$ cat src/rtl/core/rstr_pkg.sv
// Shared constants, types and control structs of the source table ranker.
// No dependencies.
`default_nettype none
package rstr_pkg;

  localparam int SLOTS      = 16;
  localparam int MAX_TUPLES = 8;
  localparam int SLOT_W     = $clog2(SLOTS);
  localparam int TUP_W      = (MAX_TUPLES > 1) ? $clog2(MAX_TUPLES) : 1;
  localparam int LEN_W      = $clog2(MAX_TUPLES + 1);
  localparam int HASH_W     = 24;
  localparam int COUNT_W    = 16;
  localparam int SUM_W      = 24;
  localparam int MEAN_W     = 8;
  localparam int SHORT_W    = 8;
  localparam int WP_W       = 16;
  localparam int DIV_STEPS  = SUM_W;
  localparam int DIV_CNT_W  = $clog2(DIV_STEPS + 1);
  localparam logic [COUNT_W-1:0] COUNT_MAX = 16'hFFFF;
  localparam logic [SHORT_W-1:0] SHORT_MAX = 8'd255;

  typedef enum logic [1:0] {
    CMD_OPEN    = 2'd0,
    CMD_NOTE    = 2'd1,
    CMD_SUM     = 2'd2,
    CMD_INCLUDE = 2'd3
  } cmd_t;

  typedef enum logic [3:0] {
    ST_IDLE,
    ST_NOTE_SCAN,
    ST_NOTE_DECIDE,
    ST_DIV_START,
    ST_DIV_WAIT,
    ST_SUM_SCAN,
    ST_SUM_PICK,
    ST_SUM_EMIT,
    ST_INC_MSG,
    ST_INC_SLOT,
    ST_INC_REP,
    ST_INC_FAIL
  } state_t;

  typedef enum logic [1:0] {
    OSEL_SUM,
    OSEL_SUM_NONE,
    OSEL_INC,
    OSEL_INC_FAIL
  } osel_t;

  typedef struct packed {
    logic  load;
    logic  do_open;
    logic  note_count;
    logic  scan_clr;
    logic  step_note;
    logic  step_rank;
    logic  step_idx;
    logic  step_msg;
    logic  note_write;
    logic  note_bump;
    logic  div_go;
    logic  div_store;
    logic  sum_close;
    logic  sum_take;
    logic  inc_start;
    logic  inc_take;
    logic  emit_next;
    logic  out_load;
    osel_t osel;
  } ctl_t;

  typedef struct packed {
    logic in_hash_zero;
    logic wopen;
    logic idx_last;
    logic match_hit;
    logic count_full;
    logic note_take;
    logic best_v;
    logic tup_full_next;
    logic msg_hit;
    logic msg_more;
    logic msg_empty;
    logic emit_last;
    logic div_done;
    logic out_free;
  } sts_t;

endpackage
`default_nettype wire

$ cat src/rtl/core/rstr_channels.sv
// Valid/ready channel interfaces for input items and result items.
// Depends on rstr_pkg for field widths.
`default_nettype none
interface rstr_item_if;
  logic                             valid;
  logic                             ready;
  logic [1:0]                       command;
  logic [rstr_pkg::HASH_W-1:0]      hash;
  logic signed [7:0]                rssi;
  modport source (output valid, command, hash, rssi, input ready);
  modport sink   (input valid, command, hash, rssi, output ready);
endinterface

interface rstr_res_if;
  logic                             valid;
  logic                             ready;
  logic                             kind;
  logic                             valid_res;
  logic [2:0]                       position;
  logic [rstr_pkg::HASH_W-1:0]      source_hash;
  logic signed [rstr_pkg::MEAN_W-1:0] avg_rssi;
  logic [rstr_pkg::SHORT_W-1:0]     packet_count;
  logic [rstr_pkg::WP_W-1:0]        total_packets;
  logic                             last;
  modport source (output valid, kind, valid_res, position, source_hash, avg_rssi,
                  packet_count, total_packets, last, input ready);
  modport sink   (input valid, kind, valid_res, position, source_hash, avg_rssi,
                  packet_count, total_packets, last, output ready);
endinterface
`default_nettype wire

$ cat src/rtl/core/rssi_source_table_ranker_core.sv
// Top level of the RSSI source table ranker: controller plus datapath.
// Depends on rstr_pkg, rstr_channels, rstr_ctrl, rstr_dp (and rstr_div).
//
//   channel   dir  handshake            payload
//   item      in   item.valid/ready     command, hash, rssi
//   res       out  res.valid/ready      kind, valid_res, position, source_hash,
//                                       avg_rssi, packet_count, total_packets, last
//   cfg       in   cfg_we               cfg_wdata -> min_packets
//
// One item at a time; item.ready is high only while the sequencer is idle.
// Open, and a note in a closed window, finish in the accept cycle. A note in an
// open window scans the slots to a match or the last one, then decides whether
// to place it; a match adds to the slot and, unless its count is full, runs the
// shared 24-step mean divider. Summarize ranks a tuple per slot scan, then emits
// the results. Include scans the message, then the slots. A stalled res holds the
// output register; the next item is still taken while a result waits.
// Synchronous reset clears the table valid bits, message length, window and state.
`default_nettype none
module rssi_source_table_ranker_core (
  input  wire logic       clk,
  input  wire logic       rst,
  input  wire logic       cfg_we,
  input  wire logic [7:0] cfg_wdata,
  rstr_item_if.sink       item,
  rstr_res_if.source      res
);
  rstr_pkg::ctl_t ctl;
  rstr_pkg::sts_t sts;
  logic           in_ready;

  // hand control only through the command and status structs
  rstr_ctrl u_ctrl (
    .clk        (clk),
    .rst        (rst),
    .in_valid   (item.valid),
    .in_command (item.command),
    .sts        (sts),
    .in_ready   (in_ready),
    .ctl        (ctl)
  );

  rstr_dp u_dp (
    .clk       (clk),
    .rst       (rst),
    .cfg_we    (cfg_we),
    .cfg_wdata (cfg_wdata),
    .in_hash   (item.hash),
    .in_rssi   (item.rssi),
    .ctl       (ctl),
    .sts       (sts),
    .res       (res)
  );

  assign item.ready = in_ready;
endmodule
`default_nettype wire

$ cat src/rtl/core/rstr_div.sv
// Restoring divider for slot means: signed sum over unsigned count, truncating.
// Depends on rstr_pkg.
`default_nettype none
module rstr_div (
  input  wire logic                               clk,
  input  wire logic                               rst,
  input  wire logic                               start,
  input  wire logic signed [rstr_pkg::SUM_W-1:0]  dividend,
  input  wire logic [rstr_pkg::COUNT_W-1:0]       divisor,
  output logic                                    done,
  output logic signed [rstr_pkg::MEAN_W-1:0]      quotient
);
  logic [rstr_pkg::SUM_W-1:0]     acc;
  logic [rstr_pkg::COUNT_W-1:0]   rem;
  logic [rstr_pkg::COUNT_W-1:0]   dvs;
  logic                           neg;
  logic                           busy;
  logic [rstr_pkg::DIV_CNT_W-1:0] cnt;
  logic [rstr_pkg::COUNT_W:0]     rem_sh;
  logic                           qbit;
  logic [rstr_pkg::SUM_W-1:0]     q_signed;

  always_comb begin
    rem_sh   = {rem, acc[rstr_pkg::SUM_W-1]};
    qbit     = (rem_sh >= {1'b0, dvs});
    q_signed = neg ? (~acc + 1'b1) : acc;
    quotient = q_signed[rstr_pkg::MEAN_W-1:0];
  end

  always_ff @(posedge clk) begin
    if (rst) begin
      busy <= 1'b0;
      done <= 1'b0;
      cnt  <= '0;
    end else begin
      done <= 1'b0;
      if (start) begin
        busy <= 1'b1;
        cnt  <= rstr_pkg::DIV_CNT_W'(rstr_pkg::DIV_STEPS);
      end else if (busy) begin
        cnt <= cnt - 1'b1;
        if (cnt == rstr_pkg::DIV_CNT_W'(1)) begin
          busy <= 1'b0;
          done <= 1'b1;
        end
      end
    end
  end

  always_ff @(posedge clk) begin
    if (start) begin
      neg <= dividend[rstr_pkg::SUM_W-1];
      acc <= dividend[rstr_pkg::SUM_W-1] ? (~dividend + 1'b1) : dividend;
      rem <= '0;
      dvs <= divisor;
    end else if (busy) begin
      rem <= qbit ? rstr_pkg::COUNT_W'(rem_sh - {1'b0, dvs})
                  : rem_sh[rstr_pkg::COUNT_W-1:0];
      acc <= {acc[rstr_pkg::SUM_W-2:0], qbit};
    end
  end
endmodule
`default_nettype wire

$ cat src/rtl/core/rstr_ctrl.sv
// Command sequencer of the source table ranker.
// Depends on rstr_pkg; drives the datapath through ctl_t, watches sts_t.
`default_nettype none
module rstr_ctrl (
  input  wire logic           clk,
  input  wire logic           rst,
  input  wire logic           in_valid,
  input  wire logic [1:0]     in_command,
  input  wire rstr_pkg::sts_t sts,
  output logic                in_ready,
  output rstr_pkg::ctl_t      ctl
);
  rstr_pkg::state_t state, state_next;
  rstr_pkg::cmd_t   cmd;

  assign cmd = rstr_pkg::cmd_t'(in_command);

  always_ff @(posedge clk) begin
    if (rst) begin
      state <= rstr_pkg::ST_IDLE;
    end else begin
      state <= state_next;
    end
  end

  always_comb begin
    state_next = state;
    unique case (state)
      rstr_pkg::ST_IDLE: begin
        if (in_valid) begin
          unique case (cmd)
            rstr_pkg::CMD_OPEN:    state_next = rstr_pkg::ST_IDLE;
            rstr_pkg::CMD_NOTE:    state_next = sts.wopen ? rstr_pkg::ST_NOTE_SCAN
                                                          : rstr_pkg::ST_IDLE;
            rstr_pkg::CMD_SUM:     state_next = rstr_pkg::ST_SUM_SCAN;
            rstr_pkg::CMD_INCLUDE: state_next = sts.in_hash_zero ? rstr_pkg::ST_INC_FAIL
                                                                 : rstr_pkg::ST_INC_MSG;
            default:               state_next = rstr_pkg::ST_IDLE;
          endcase
        end
      end
      rstr_pkg::ST_NOTE_SCAN: begin
        if (sts.match_hit) begin
          state_next = sts.count_full ? rstr_pkg::ST_IDLE : rstr_pkg::ST_DIV_START;
        end else if (sts.idx_last) begin
          state_next = rstr_pkg::ST_NOTE_DECIDE;
        end
      end
      rstr_pkg::ST_NOTE_DECIDE: state_next = rstr_pkg::ST_IDLE;
      rstr_pkg::ST_DIV_START:   state_next = rstr_pkg::ST_DIV_WAIT;
      rstr_pkg::ST_DIV_WAIT: begin
        if (sts.div_done) state_next = rstr_pkg::ST_IDLE;
      end
      rstr_pkg::ST_SUM_SCAN: begin
        if (sts.idx_last) state_next = rstr_pkg::ST_SUM_PICK;
      end
      rstr_pkg::ST_SUM_PICK: begin
        if (sts.best_v && !sts.tup_full_next) state_next = rstr_pkg::ST_SUM_SCAN;
        else                                  state_next = rstr_pkg::ST_SUM_EMIT;
      end
      rstr_pkg::ST_SUM_EMIT: begin
        if (sts.out_free && (sts.msg_empty || sts.emit_last)) state_next = rstr_pkg::ST_IDLE;
      end
      rstr_pkg::ST_INC_MSG: begin
        if (sts.msg_hit)        state_next = rstr_pkg::ST_INC_REP;
        else if (!sts.msg_more) state_next = rstr_pkg::ST_INC_SLOT;
      end
      rstr_pkg::ST_INC_SLOT: begin
        if (sts.match_hit)     state_next = rstr_pkg::ST_INC_REP;
        else if (sts.idx_last) state_next = rstr_pkg::ST_INC_FAIL;
      end
      rstr_pkg::ST_INC_REP,
      rstr_pkg::ST_INC_FAIL: begin
        if (sts.out_free) state_next = rstr_pkg::ST_IDLE;
      end
      default: state_next = rstr_pkg::ST_IDLE;
    endcase
  end

  always_comb begin
    ctl      = '0;
    ctl.osel = rstr_pkg::OSEL_SUM;
    in_ready = (state == rstr_pkg::ST_IDLE);
    unique case (state)
      rstr_pkg::ST_IDLE: begin
        if (in_valid) begin
          ctl.load = 1'b1;
          unique case (cmd)
            rstr_pkg::CMD_OPEN: ctl.do_open = 1'b1;
            rstr_pkg::CMD_NOTE: begin
              ctl.note_count = sts.wopen;
              ctl.scan_clr   = sts.wopen;
            end
            rstr_pkg::CMD_SUM: begin
              ctl.sum_close = 1'b1;
              ctl.scan_clr  = 1'b1;
            end
            rstr_pkg::CMD_INCLUDE: begin
              ctl.inc_start = 1'b1;
              ctl.scan_clr  = 1'b1;
            end
            default: ;
          endcase
        end
      end
      rstr_pkg::ST_NOTE_SCAN: begin
        if (sts.match_hit) ctl.note_bump = !sts.count_full;
        else               ctl.step_note = 1'b1;
      end
      rstr_pkg::ST_NOTE_DECIDE: ctl.note_write = sts.note_take;
      rstr_pkg::ST_DIV_START:   ctl.div_go = 1'b1;
      rstr_pkg::ST_DIV_WAIT:    ctl.div_store = sts.div_done;
      rstr_pkg::ST_SUM_SCAN:    ctl.step_rank = 1'b1;
      rstr_pkg::ST_SUM_PICK: begin
        ctl.sum_take = sts.best_v;
        ctl.scan_clr = sts.best_v && !sts.tup_full_next;
      end
      rstr_pkg::ST_SUM_EMIT: begin
        if (sts.out_free) begin
          ctl.out_load  = 1'b1;
          ctl.osel      = sts.msg_empty ? rstr_pkg::OSEL_SUM_NONE : rstr_pkg::OSEL_SUM;
          ctl.emit_next = !sts.msg_empty && !sts.emit_last;
        end
      end
      rstr_pkg::ST_INC_MSG: begin
        ctl.step_msg = !sts.msg_hit && sts.msg_more;
      end
      rstr_pkg::ST_INC_SLOT: begin
        if (sts.match_hit) ctl.inc_take = 1'b1;
        else               ctl.step_idx = !sts.idx_last;
      end
      rstr_pkg::ST_INC_REP: begin
        ctl.out_load = sts.out_free;
        ctl.osel     = rstr_pkg::OSEL_INC;
      end
      rstr_pkg::ST_INC_FAIL: begin
        ctl.out_load = sts.out_free;
        ctl.osel     = rstr_pkg::OSEL_INC_FAIL;
      end
      default: ;
    endcase
  end
endmodule
`default_nettype wire

$ cat src/rtl/core/rstr_dp.sv
// Datapath: slot table, cached means, message, scan trackers, output register.
// Depends on rstr_pkg, rstr_div and the rstr_res_if interface.
`default_nettype none
module rstr_dp (
  input  wire logic                          clk,
  input  wire logic                          rst,
  input  wire logic                          cfg_we,
  input  wire logic [7:0]                    cfg_wdata,
  input  wire logic [rstr_pkg::HASH_W-1:0]   in_hash,
  input  wire logic signed [7:0]             in_rssi,
  input  wire rstr_pkg::ctl_t                ctl,
  output rstr_pkg::sts_t                     sts,
  rstr_res_if.source                         res
);
  localparam int SLOT_W = rstr_pkg::SLOT_W;
  localparam int TUP_W  = rstr_pkg::TUP_W;
  localparam int LEN_W  = rstr_pkg::LEN_W;

  // slot table; only the used bits reset
  logic                                s_used  [rstr_pkg::SLOTS];
  logic [rstr_pkg::HASH_W-1:0]         s_hash  [rstr_pkg::SLOTS];
  logic [rstr_pkg::COUNT_W-1:0]        s_count [rstr_pkg::SLOTS];
  logic signed [rstr_pkg::SUM_W-1:0]   s_sum   [rstr_pkg::SLOTS];
  logic signed [rstr_pkg::MEAN_W-1:0]  s_mean  [rstr_pkg::SLOTS];

  logic [rstr_pkg::HASH_W-1:0]         m_hash  [rstr_pkg::MAX_TUPLES];
  logic signed [rstr_pkg::MEAN_W-1:0]  m_mean  [rstr_pkg::MAX_TUPLES];
  logic [rstr_pkg::SHORT_W-1:0]        m_count [rstr_pkg::MAX_TUPLES];
  logic [LEN_W-1:0]                    m_len;

  logic [7:0]                          min_packets;
  logic                                wopen;
  logic [rstr_pkg::WP_W-1:0]           wp;
  logic [rstr_pkg::HASH_W-1:0]         h;
  logic signed [7:0]                   rssi;

  logic [SLOT_W-1:0]                   idx;
  logic [TUP_W-1:0]                    mptr;
  logic                                free_v, weak_v, best_v;
  logic [SLOT_W-1:0]                   free_i, weak_i, best_i;
  logic signed [rstr_pkg::MEAN_W-1:0]  weak_mean, top_avg;
  logic [rstr_pkg::HASH_W-1:0]         best_hash;
  logic [rstr_pkg::SHORT_W-1:0]        best_cnt;

  logic                                out_valid;
  logic                                div_done;
  logic signed [rstr_pkg::MEAN_W-1:0]  div_q;

  logic                                cur_used;
  logic [rstr_pkg::COUNT_W-1:0]        cur_count;
  logic signed [rstr_pkg::MEAN_W-1:0]  cur_mean;
  logic [rstr_pkg::SHORT_W-1:0]        cur_short;
  logic                                eligible;
  logic [SLOT_W-1:0]                   take_i;
  logic [TUP_W-1:0]                    inc_p;
  logic                                len_room;
  logic [LEN_W:0]                      mptr_ext;

  rstr_div u_div (
    .clk      (clk),
    .rst      (rst),
    .start    (ctl.div_go),
    .dividend (s_sum[idx]),
    .divisor  (s_count[idx]),
    .done     (div_done),
    .quotient (div_q)
  );

  always_comb begin
    cur_used  = s_used[idx];
    cur_count = s_count[idx];
    cur_mean  = s_mean[idx];
    cur_short = (cur_count > {8'd0, rstr_pkg::SHORT_MAX}) ? rstr_pkg::SHORT_MAX
                                                           : cur_count[rstr_pkg::SHORT_W-1:0];
    eligible  = cur_used && (cur_count >= {8'd0, min_packets});
    take_i    = free_v ? free_i : weak_i;
    len_room  = ({1'b0, m_len} < (LEN_W+1)'(rstr_pkg::MAX_TUPLES));
    inc_p     = len_room ? TUP_W'(m_len) : TUP_W'(rstr_pkg::MAX_TUPLES - 1);
    mptr_ext  = (LEN_W+1)'(mptr);

    sts.in_hash_zero  = (in_hash == '0);
    sts.wopen         = wopen;
    sts.idx_last      = (idx == SLOT_W'(rstr_pkg::SLOTS - 1));
    sts.match_hit     = cur_used && (s_hash[idx] == h);
    sts.count_full    = (cur_count == rstr_pkg::COUNT_MAX);
    sts.note_take     = free_v || (weak_v && (rssi > weak_mean));
    sts.best_v        = best_v;
    sts.tup_full_next = (({1'b0, m_len} + 1'b1) == (LEN_W+1)'(rstr_pkg::MAX_TUPLES));
    sts.msg_hit       = (mptr_ext < {1'b0, m_len}) && (m_hash[mptr] == h);
    sts.msg_more      = ((mptr_ext + 1'b1) < {1'b0, m_len});
    sts.msg_empty     = (m_len == '0);
    sts.emit_last     = ((mptr_ext + 1'b1) == {1'b0, m_len});
    sts.div_done      = div_done;
    sts.out_free      = !out_valid || res.ready;
  end

  // control state
  always_ff @(posedge clk) begin
    if (rst) begin
      min_packets <= '0;
      wopen       <= 1'b0;
      wp          <= '0;
      m_len       <= '0;
      out_valid   <= 1'b0;
      for (int i = 0; i < rstr_pkg::SLOTS; i++) s_used[i] <= 1'b0;
    end else begin
      if (cfg_we) min_packets <= cfg_wdata;
      if (ctl.do_open) begin
        wopen <= 1'b1;
        wp    <= '0;
        m_len <= '0;
        for (int i = 0; i < rstr_pkg::SLOTS; i++) s_used[i] <= 1'b0;
      end
      if (ctl.note_count && (wp != '1)) wp <= wp + 1'b1;
      if (ctl.sum_close) begin
        wopen <= 1'b0;
        m_len <= '0;
      end
      if (ctl.note_write) s_used[take_i] <= 1'b1;
      if (ctl.sum_take) begin
        s_used[best_i] <= 1'b0;
        m_len          <= m_len + 1'b1;
      end
      if (ctl.inc_take) begin
        s_used[idx] <= 1'b0;
        if (len_room) m_len <= m_len + 1'b1;
      end
      if (ctl.out_load)     out_valid <= 1'b1;
      else if (res.ready)   out_valid <= 1'b0;
    end
  end

  // payload: table, message, trackers, output
  always_ff @(posedge clk) begin
    if (ctl.load) begin
      h    <= in_hash;
      rssi <= in_rssi;
    end
    if (ctl.note_write) begin
      s_hash[take_i]  <= h;
      s_count[take_i] <= rstr_pkg::COUNT_W'(1);
      s_sum[take_i]   <= rstr_pkg::SUM_W'(rssi);
      s_mean[take_i]  <= rssi;
    end
    if (ctl.note_bump) begin
      s_count[idx] <= cur_count + 1'b1;
      s_sum[idx]   <= s_sum[idx] + rstr_pkg::SUM_W'(rssi);
    end
    if (ctl.div_store) s_mean[idx] <= div_q;

    if (ctl.scan_clr) begin
      idx    <= '0;
      free_v <= 1'b0;
      weak_v <= 1'b0;
      best_v <= 1'b0;
    end
    if (ctl.step_note) begin
      idx <= idx + 1'b1;
      if (!cur_used) begin
        if (!free_v) begin
          free_v <= 1'b1;
          free_i <= idx;
        end
      end else if (!weak_v || (cur_mean < weak_mean)) begin
        weak_v    <= 1'b1;
        weak_i    <= idx;
        weak_mean <= cur_mean;
      end
    end
    if (ctl.step_rank) begin
      idx <= idx + 1'b1;
      if (eligible && (!best_v || (cur_mean > top_avg))) begin
        best_v    <= 1'b1;
        best_i    <= idx;
        top_avg   <= cur_mean;
        best_hash <= s_hash[idx];
        best_cnt  <= cur_short;
      end
    end
    if (ctl.step_idx) idx <= idx + 1'b1;

    if (ctl.sum_close || ctl.inc_start) mptr <= '0;
    if (ctl.step_msg || ctl.emit_next)  mptr <= mptr + 1'b1;
    if (ctl.sum_take) begin
      m_hash[TUP_W'(m_len)]  <= best_hash;
      m_mean[TUP_W'(m_len)]  <= top_avg;
      m_count[TUP_W'(m_len)] <= best_cnt;
    end
    if (ctl.inc_take) begin
      m_hash[inc_p]  <= s_hash[idx];
      m_mean[inc_p]  <= cur_mean;
      m_count[inc_p] <= cur_short;
      mptr           <= inc_p;
    end

    if (ctl.out_load) begin
      res.total_packets <= wp;
      res.last          <= 1'b1;
      case (ctl.osel)
        rstr_pkg::OSEL_SUM, rstr_pkg::OSEL_INC: begin
          res.kind         <= (ctl.osel == rstr_pkg::OSEL_INC);
          res.valid_res    <= 1'b1;
          res.position     <= 3'(mptr);
          res.source_hash  <= m_hash[mptr];
          res.avg_rssi     <= m_mean[mptr];
          res.packet_count <= m_count[mptr];
          if (ctl.osel == rstr_pkg::OSEL_SUM) res.last <= sts.emit_last;
        end
        default: begin
          res.kind         <= (ctl.osel == rstr_pkg::OSEL_INC_FAIL);
          res.valid_res    <= 1'b0;
          res.position     <= '0;
          res.source_hash  <= '0;
          res.avg_rssi     <= '0;
          res.packet_count <= '0;
        end
      endcase
    end
  end

  assign res.valid = out_valid;
endmodule
`default_nettype wire

$ cat src/flat_wrapper.sv
// flat-port wrapper written by rule: the top's interface ports become plain ports
module rssi_source_table_ranker_core_flat 
  (clk, rst, cfg_we, cfg_wdata, item_valid, item_command, item_hash, item_rssi, item_ready, res_valid, res_kind, res_valid_res, res_position, res_source_hash, res_avg_rssi, res_packet_count, res_total_packets, res_last, res_ready);
  rstr_item_if item_i ();
  rstr_res_if res_i ();
  input  wire logic clk;
  input  wire logic rst;
  input  wire logic cfg_we;
  input  wire logic [7:0] cfg_wdata;
  input wire logic [$bits(item_i.valid)-1:0] item_valid;
  input wire logic [$bits(item_i.command)-1:0] item_command;
  input wire logic [$bits(item_i.hash)-1:0] item_hash;
  input wire logic [$bits(item_i.rssi)-1:0] item_rssi;
  output wire logic [$bits(item_i.ready)-1:0] item_ready;
  output wire logic [$bits(res_i.valid)-1:0] res_valid;
  output wire logic [$bits(res_i.kind)-1:0] res_kind;
  output wire logic [$bits(res_i.valid_res)-1:0] res_valid_res;
  output wire logic [$bits(res_i.position)-1:0] res_position;
  output wire logic [$bits(res_i.source_hash)-1:0] res_source_hash;
  output wire logic [$bits(res_i.avg_rssi)-1:0] res_avg_rssi;
  output wire logic [$bits(res_i.packet_count)-1:0] res_packet_count;
  output wire logic [$bits(res_i.total_packets)-1:0] res_total_packets;
  output wire logic [$bits(res_i.last)-1:0] res_last;
  input wire logic [$bits(res_i.ready)-1:0] res_ready;
  assign item_i.valid = item_valid;
  assign item_i.command = item_command;
  assign item_i.hash = item_hash;
  assign item_i.rssi = item_rssi;
  assign item_ready = item_i.ready;
  assign res_valid = res_i.valid;
  assign res_kind = res_i.kind;
  assign res_valid_res = res_i.valid_res;
  assign res_position = res_i.position;
  assign res_source_hash = res_i.source_hash;
  assign res_avg_rssi = res_i.avg_rssi;
  assign res_packet_count = res_i.packet_count;
  assign res_total_packets = res_i.total_packets;
  assign res_last = res_i.last;
  assign res_i.ready = res_ready;
  rssi_source_table_ranker_core u_core (.clk(clk), .rst(rst), .cfg_we(cfg_we), .cfg_wdata(cfg_wdata), .item(item_i), .res(res_i));
endmodule
$ cat config.mk
export PLATFORM = sky130hd
export DESIGN_NAME = rssi_source_table_ranker_core_flat
export DESIGN_NICKNAME = d
export VERILOG_FILES = /design/src/rtl/core/rstr_pkg.sv /design/src/rtl/core/rstr_channels.sv /design/src/rtl/core/rssi_source_table_ranker_core.sv /design/src/rtl/core/rstr_div.sv /design/src/rtl/core/rstr_ctrl.sv /design/src/rtl/core/rstr_dp.sv /design/src/flat_wrapper.sv
export SDC_FILE = /design/constraint.sdc
export NUM_CORES = 2
export LEC_CHECK = 0
export BUFFER_PORTS_ARGS = -buffer_cell sky130_fd_sc_hd__buf_4
export CELL_PAD_IN_SITES_DETAIL_PLACEMENT = 1
export CELL_PAD_IN_SITES_GLOBAL_PLACEMENT = 2
export CORE_ASPECT_RATIO = 0.6
export CORE_UTILIZATION = 40
export DETAILED_ROUTE_END_ITERATION = 12
export PLACE_DENSITY = 0.66
export SETUP_SLACK_MARGIN = 0.4
export SLEW_MARGIN = 20
export SYNTH_ARGS = -nofsm -noshare
export SYNTH_HDL_FRONTEND = slang
export SYNTH_SLANG_ARGS = --single-unit
$ cat constraint.sdc
create_clock -name clk -period 22.1 [get_ports clk]
set_input_delay 4.42 -clock clk [delete_from_list [all_inputs] [get_ports clk]]
set_output_delay 4.42 -clock clk [all_outputs]
set_load 0.01 [all_outputs]
# --- After elaboration in Yosys (flattened, before gate mapping) ---
# Memories as Yosys holds them, arrays and structs flattened. A register that Yosys moved wholly into a read port is not among the register bits.
# Cells that the tools add are included.
op_classes:
  add_sub_neg: 12
  reduce_logical: 58
  n_mux: 160
  eq_ne: 32
  n_bitwise: 21
  magnitude_cmp: 9
op_table:
  columns: ["op", "count"]
  rows:
  - ["4-bit 2-to-1 mux", 34]
  - ["24-bit 2-to-1 mux", 5]
  - ["1-bit 2-to-1 mux", 93]
  - ["16-bit 2-to-1 mux", 4]
  - ["24-bit == test", 2]
  - ["24-bit OR reduction", 2]
  - ["8-bit 2-to-1 mux", 5]
  - ["4-bit one-hot mux with 10 select lines", 1]
  - ["16-bit by 1-bit adder with 16-bit output (second input constant)", 2]
  - ["3-bit 2-to-1 mux", 9]
  - ["24-bit by 1-bit adder with 24-bit output (second input constant)", 1]
  - ["24-bit by 8-bit adder with 24-bit output", 1]
  - ["24-bit zero test", 1]
  - ["24-bit inverter", 1]
  - ["8-bit OR reduction", 3]
  - ["4-bit == test (second input constant)", 5]
  - ["17-bit by 16-bit greater-or-equal comparator with 1-bit output", 1]
  - ["16-bit == test (second input constant)", 1]
  - ["4-bit by 3-bit == test with 1-bit output (second input constant)", 4]
  - ["16-bit by 8-bit greater-or-equal comparator with 1-bit output", 1]
  - ["16-bit by 8-bit greater-than comparator with 1-bit output (second input constant)", 1]
  - ["8-bit greater-than comparator", 2]
  - ["16-bit != test (second input constant)", 1]
  - ["1-bit OR", 16]
  - ["43 further kinds", 96]
word_totals:
  word_cells: 334
  out_inout_bits: 64
  memories: 8
  register_bits: 246
  ramBits: 1488
mem_list:
  columns: ["memory", "depth", "width", "read_ports", "rd_clocked_by_memory_dff", "write_ports", "line", "source"]
  rows:
  - ["u_core.u_dp.s_hash", 16, 24, 1, 1, 1, "rstr_dp.sv:21", "logic [rstr_pkg::HASH_W-1:0] s_hash [rstr_pkg::SLOTS];"]
  - ["u_core.u_dp.s_sum", 16, 24, 1, 1, 1, "rstr_dp.sv:23", "logic signed [rstr_pkg::SUM_W-1:0] s_sum [rstr_pkg::SLOTS];"]
  - ["u_core.u_dp.s_count", 16, 16, 1, 1, 1, "rstr_dp.sv:22", "logic [rstr_pkg::COUNT_W-1:0] s_count [rstr_pkg::SLOTS];"]
  - ["u_core.u_dp.m_hash", 8, 24, 1, 1, 1, "rstr_dp.sv:26", "logic [rstr_pkg::HASH_W-1:0] m_hash [rstr_pkg::MAX_TUPLES];"]
  - ["u_core.u_dp.s_mean", 16, 8, 1, 1, 1, "rstr_dp.sv:24", "logic signed [rstr_pkg::MEAN_W-1:0] s_mean [rstr_pkg::SLOTS];"]
  - ["u_core.u_dp.m_count", 8, 8, 1, 1, 1, "rstr_dp.sv:28", "logic [rstr_pkg::SHORT_W-1:0] m_count [rstr_pkg::MAX_TUPLES];"]
  - ["+2 memories", null, null, null, null, null, null, null]

# --- Depth between registers and ports, before layout ---
logic_depth:
  ltp_word: 12
  mapped_depth: 21

# --- By module ---
# From an unflattened synthesis, not the netlist that was laid out.
unflattened:
  cells_unflattened: 5665
  hier_area_um2: 81963.6
modules_own_cells:
  columns: ["module", "cells_each", "seq_area_each_um2", "n_inst", "area_each_um2"]
  rows:
  - ["rstr_dp", 5173, 50158.1, 1, 77449.3]
  - ["rstr_div", 404, 1691.6, 1, 3906.2]
  - ["rstr_ctrl", 88, 80.1, 1, 608.1]

# --- Worst setup path before layout ---
# Ideal clock, no wire load.
synth_path:
  kind: "flip-flop to flip-flop"
  start: "reg (tool-made name)"
  end: "reg u_core.u_dp.best_cnt[0] (netlist bit), enable pin"
  setup_ps: 500
  slack_ps: 14300
  t_arrival_ps: 7300
  n_path_buf: 8
  stages_incl_launch_ff: 21
  period_less_slack_ps: 7800
  cell_sequence: "dfxtp_1 buf_2 buf_6 buf_6 buf_4 buf_4 buf_2 buf_2 buf_2 mux4_2 mux4_2 ha_1 nor2b_1 o21a_1 o21a_1 o21a_1 o21a_1 o21ai_0 a21oi_1 nor2_1 nor3_1"
synth_rtl:
  columns: ["item", "line", "source"]
  rows:
  - ["end signal: assignment", "rstr_dp.sv:177", "best_cnt <= cur_short;"]
  - ["end: declaration", "rstr_dp.sv:43", "logic [rstr_pkg::SHORT_W-1:0] best_cnt;"]

==> impl_metrics.json <==
{
  "status": "finished, final reports clean",
  "gr-total-overflow": 0,
  "clk_pin_slew_worst_paths_ns": 0.07,
  "vias": 39600,
  "cap_violations": 0,
  "critPathCapture": "u_core.u_dp.m_hash[6][3]",
  "die-area_um2": 185000,
  "first_pass_iters": 6,
  "post-dp-hpwl_mm": 124,
  "clock.fmax_mhz": 132,
  "min_period_ns": 7.60,
  "numCtsBuffers": 174,
  "first_global_vias": 39700,
  "combPwrFrac_pct": 32.2,
  "seq_power_share_pct": 39.9,
  "io_buffers": 110,
  "reg2reg_depth": 14,
  "clock_latency_ns": 0.82,
  "synth_top_area_share_pct": 69.4,
  "htree_levels": 4,
  "grt_pass1_wl_mm": 292,
  "drc": 0,
  "slew_violations": 0,
  "grt_max_degree": 66,
  "cts_hold_buf": 0,
  "grt_antenna_before_repair": 7,
  "internal_power_w": 0.00675,
  "cts.path.max_buffers": 4,
  "synth_edf_count": 1690,
  "fin_skew_ns": 0.0571,
  "first_iter_violations": 3873,
  "hold_ws_ns": 0.471,
  "synthCells": 4091,
  "hold_violations": 0,
  "maxSlewHeadroom_pct": 23.0,
  "nets": 4461,
  "path_max_fanout": 58,
  "ant_nets": 0,
  "crit_required_ns": 22.52,
  "swShare_pct": 33.7,
  "yosys_warnings": 0,
  "netSwitchingPower_w": 0.00343,
  "ir_drop_v": 0.0000636,
  "cts_tree": "yes",
  "power.leakage_nw": 26.3,
  "r2r_end": "u_core.u_dp.m_hash[6][3]",
  "cts_num_sinks": 1757,
  "wl_mm": 203,
  "worst_pin_slew_ns": 1.15,
  "synth.net_count": 4227,
  "core_um2": 182000,
  "syn_to_final_growth_pct": 13.3,
  "synthArstFlopShare_pct": 0,
  "initial_core_util_pct": 40.3,
  "root_buffer": "clkbuf_16",
  "syn_avg_cell_area_um2": 17.9,
  "startpoint_type": "register",
  "hp-class": "reg2reg",
  "r2r_setup_slack_ns": 14.50,
  "rows": 121,
  "fillers": 17100,
  "yosysUniqueCellTypes": 86,
  "gp_congestion": 0.792,
  "wl_per_cell_um": 29.6,
  "gr-usage-all-layers_pct": 21.9,
  "cp-end-kind": "register",
  "yosys.area.top_type": "edfxtp_1",
  "ys_seq_area_share_pct": 71.2,
  "multi_input_area_um2": 20300,
  "die_x_um": 554,
  "synth_ff_type": "edfxtp_1",
  "power_per_cell_area_nw_per_um2": 123,
  "power_frac_clock_pct": 27.9,
  "regArea_um2": 52100,
  "ys_top_cells_by_area": "edfxtp_1 (69%), mux4_2 (11%), mux2i_1 (2.2%)",
  "rsz0062_at_grt": "false",
  "finalSetupViolations": 0,
  "die_h_um": 333,
  "ys_ff_latch": 1757,
  "worstSetupPathType": "reg2reg",
  "drive_gt1_share_pct": 22.4,
  "fin_tns_setup_ns": 0,
  "netlist_area_um2": 73100,
  "io_pins": 111,
  "worst-endpoint-arrival_ns": 8.01,
  "cts-resized-gates": 0,
  "cts_setup_buffers": 0,
  "viasPerCell": 5.77,
  "layout_worst_path_cycle_share_pct": 34.4
}
==> cell usage in the layout (no fill, tap or decap), types with 13 or more instances in the layout <==
cell type  Yosys  final
or3_1         13     13
a31oi_1       15     14
nand4_1       23     23
nand2_1      187    187
clkinv_1       2     42
nor3_1        43     42
o21a_1        20     20
dfxtp_1       67     61
mux2_2        66     66
nand3_1       41     40
mux2i_1      159    157
mux4_2       367    367
nor2_4         0     16
and3_1        27     25
clkinv_2       0     24
buf_4          9    251
a211oi_1      13     13
xor2_1        50     49
nor2b_1       38     38
ha_1          87     87
a22oi_1       48     48
o21ai_0      132    128
edfxtp_1    1690   1690
clkbuf_16      0    177
xnor2_1       79     79
nand2b_1      46     46
a21oi_1      122    119
nor2_1       202    185
nor4_1        35     28
clkbuf_1      88     45
o21ai_1       10     13
o22ai_4        0     16
a21o_1        34     34
inv_1         85     83
==> critical path: stages (launching register included) <==
cell and delay, ns:
dfxtp_4 0.71, buf_4 0.43, buf_4 0.69, buf_4 0.88, mux4_2 0.60, mux2i_1 0.31
xor2_1 0.24, nor2b_1 0.16, o2111ai_1 0.11, nor4b_1 0.61, buf_4 0.26, and3_1 0.68
a21oi_1 0.45, nor4_2 0.26, buf_4 0.66
==> through the flow <==
stage          setup WS [ns]  utilization (%)  instance area (um^2)  instances  power (W)
2_1_floorplan          14.30                -                 73100       4091    0.00627
3_3_place_gp           14.62             42.7                 77600       6547    0.00736
3_5_place_dp           14.48             42.7                 77600       6547    0.00739
4_1_cts                14.48             45.6                 82800       6856     0.0102
5_1_grt                14.06             45.7                 82900       6857     0.0106
6_report               14.50             45.7                 82900       6858     0.0102
==> flip-flops by register name, summed over array words and instances (netlist names), 24 cells and up, named ones only <==
signal	flops
u_core.u_dp.best_hash	24
u_core.u_dp.h	24
u_core.u_dp.m_count	64
u_core.u_dp.m_hash	192
u_core.u_dp.m_mean	64
u_core.u_dp.res.source_hash	24
u_core.u_dp.s_count	256
u_core.u_dp.s_hash	384
u_core.u_dp.s_mean	128
u_core.u_dp.s_sum	384
u_core.u_dp.u_div.acc	24
==> cell families (layout without fill, tap and decap cells) <==
logic type | after synthesis | after routing | synth area share [%]
AO/OA/AOI/OAI | 526 | 526 | 4.67
multiplexers | 597 | 597 | 14.6
buffers and inverters | 282 | 649 | 1.71
adder cells (fa/ha/maj) | 89 | 89 | 1.54
flip-flops | 1757 | 1757 | 71.2
other | 0 | 2 | 0
XOR/XNOR | 129 | 129 | 1.54
AND/OR/NAND/NOR | 711 | 711 | 4.73
==> synthesized netlist by cell type, types with 10 or more instances <==
master,number
edfxtp_1,1690
mux4_2,367
nor2_1,202
nand2_1,187
mux2i_1,159
o21ai_0,132
a21oi_1,122
clkbuf_1,88
ha_1,87
inv_1,85
xnor2_1,79
buf_2,71
dfxtp_1,67
mux2_2,66
xor2_1,50
a22oi_1,48
nand2b_1,46
nor3_1,43
nand3_1,41
nor2b_1,38
nor4_1,35
a21o_1,34
and3_1,27
o22ai_1,26
nand4_1,23
o21a_1,20
buf_1,16
a31oi_1,15
a211oi_1,13
or3_1,13
nand3b_1,12
and2_1,11
o31ai_1,11
o211ai_1,10
o21ai_1,10
==> worst min-delay path by stage <==
| stage | start | endpoint | slack (ns) | cells after the start |
|---|---|---|---|---|
| after global placement | u_core.u_dp.u_div.rem[15] | u_core.u_dp.u_div.rem[15] | 0.44 | 2 |
| final | u_core.u_dp.u_div.rem[15] | u_core.u_dp.u_div.rem[15] | 0.47 | 2 |
| after CTS | u_core.u_dp.u_div.rem[15] | u_core.u_dp.u_div.rem[15] | 0.47 | 2 |
| after detailed placement | u_core.u_dp.wopen | u_core.u_dp.wopen | 0.46 | 2 |
| after floorplan | u_core.u_dp.wopen | u_core.u_dp.wopen | 0.43 | 2 |
| after global routing | u_core.u_dp.u_div.rem[15] | u_core.u_dp.u_div.rem[15] | 0.49 | 2 |
==> final cells by class <==
cell class / instances / share of cell area [%]
clock buffers: 222 / 5.55
inverters: 89 / 0.406
well taps: 2398 / 3.62
clock inverters: 87 / 0.817
repair buffers: 251 / 2.27
multi-input cells: 2052 / 24.5
flip-flops and latches: 1757 / 62.9
diodes: 2 / 0.00604
==> layer usage <==
metal / wire length (um) / global-route usage, % / up-vias / share of wire (%)
met1: 102000 / 35.4 / 21100 / 50
met3: 15300 / 4.97 / 220 / 7.5
li1: - / - / 16900 / -
met5: 41 / 0 / - / 0.020
met2: 83400 / 29.9 / 1293 / 41
met4: 2910 / 3.79 / 6 / 1.4
==> power by group through the flow <==
| stage | Clock [W] | Sequential, W | Combinational, W |
|---|---|---|---|
| floorplan | 0 | 0.00404 | 0.00223 |
| global placement | 0 | 0.00413 | 0.00322 |
| detailed placement | 0 | 0.00414 | 0.00325 |
| CTS | 0.00291 | 0.00407 | 0.00327 |
| global route | 0.00301 | 0.00408 | 0.00353 |
| finish | 0.00284 | 0.00407 | 0.00327 |
No activity file was read; power rests on OpenSTA's default activity.
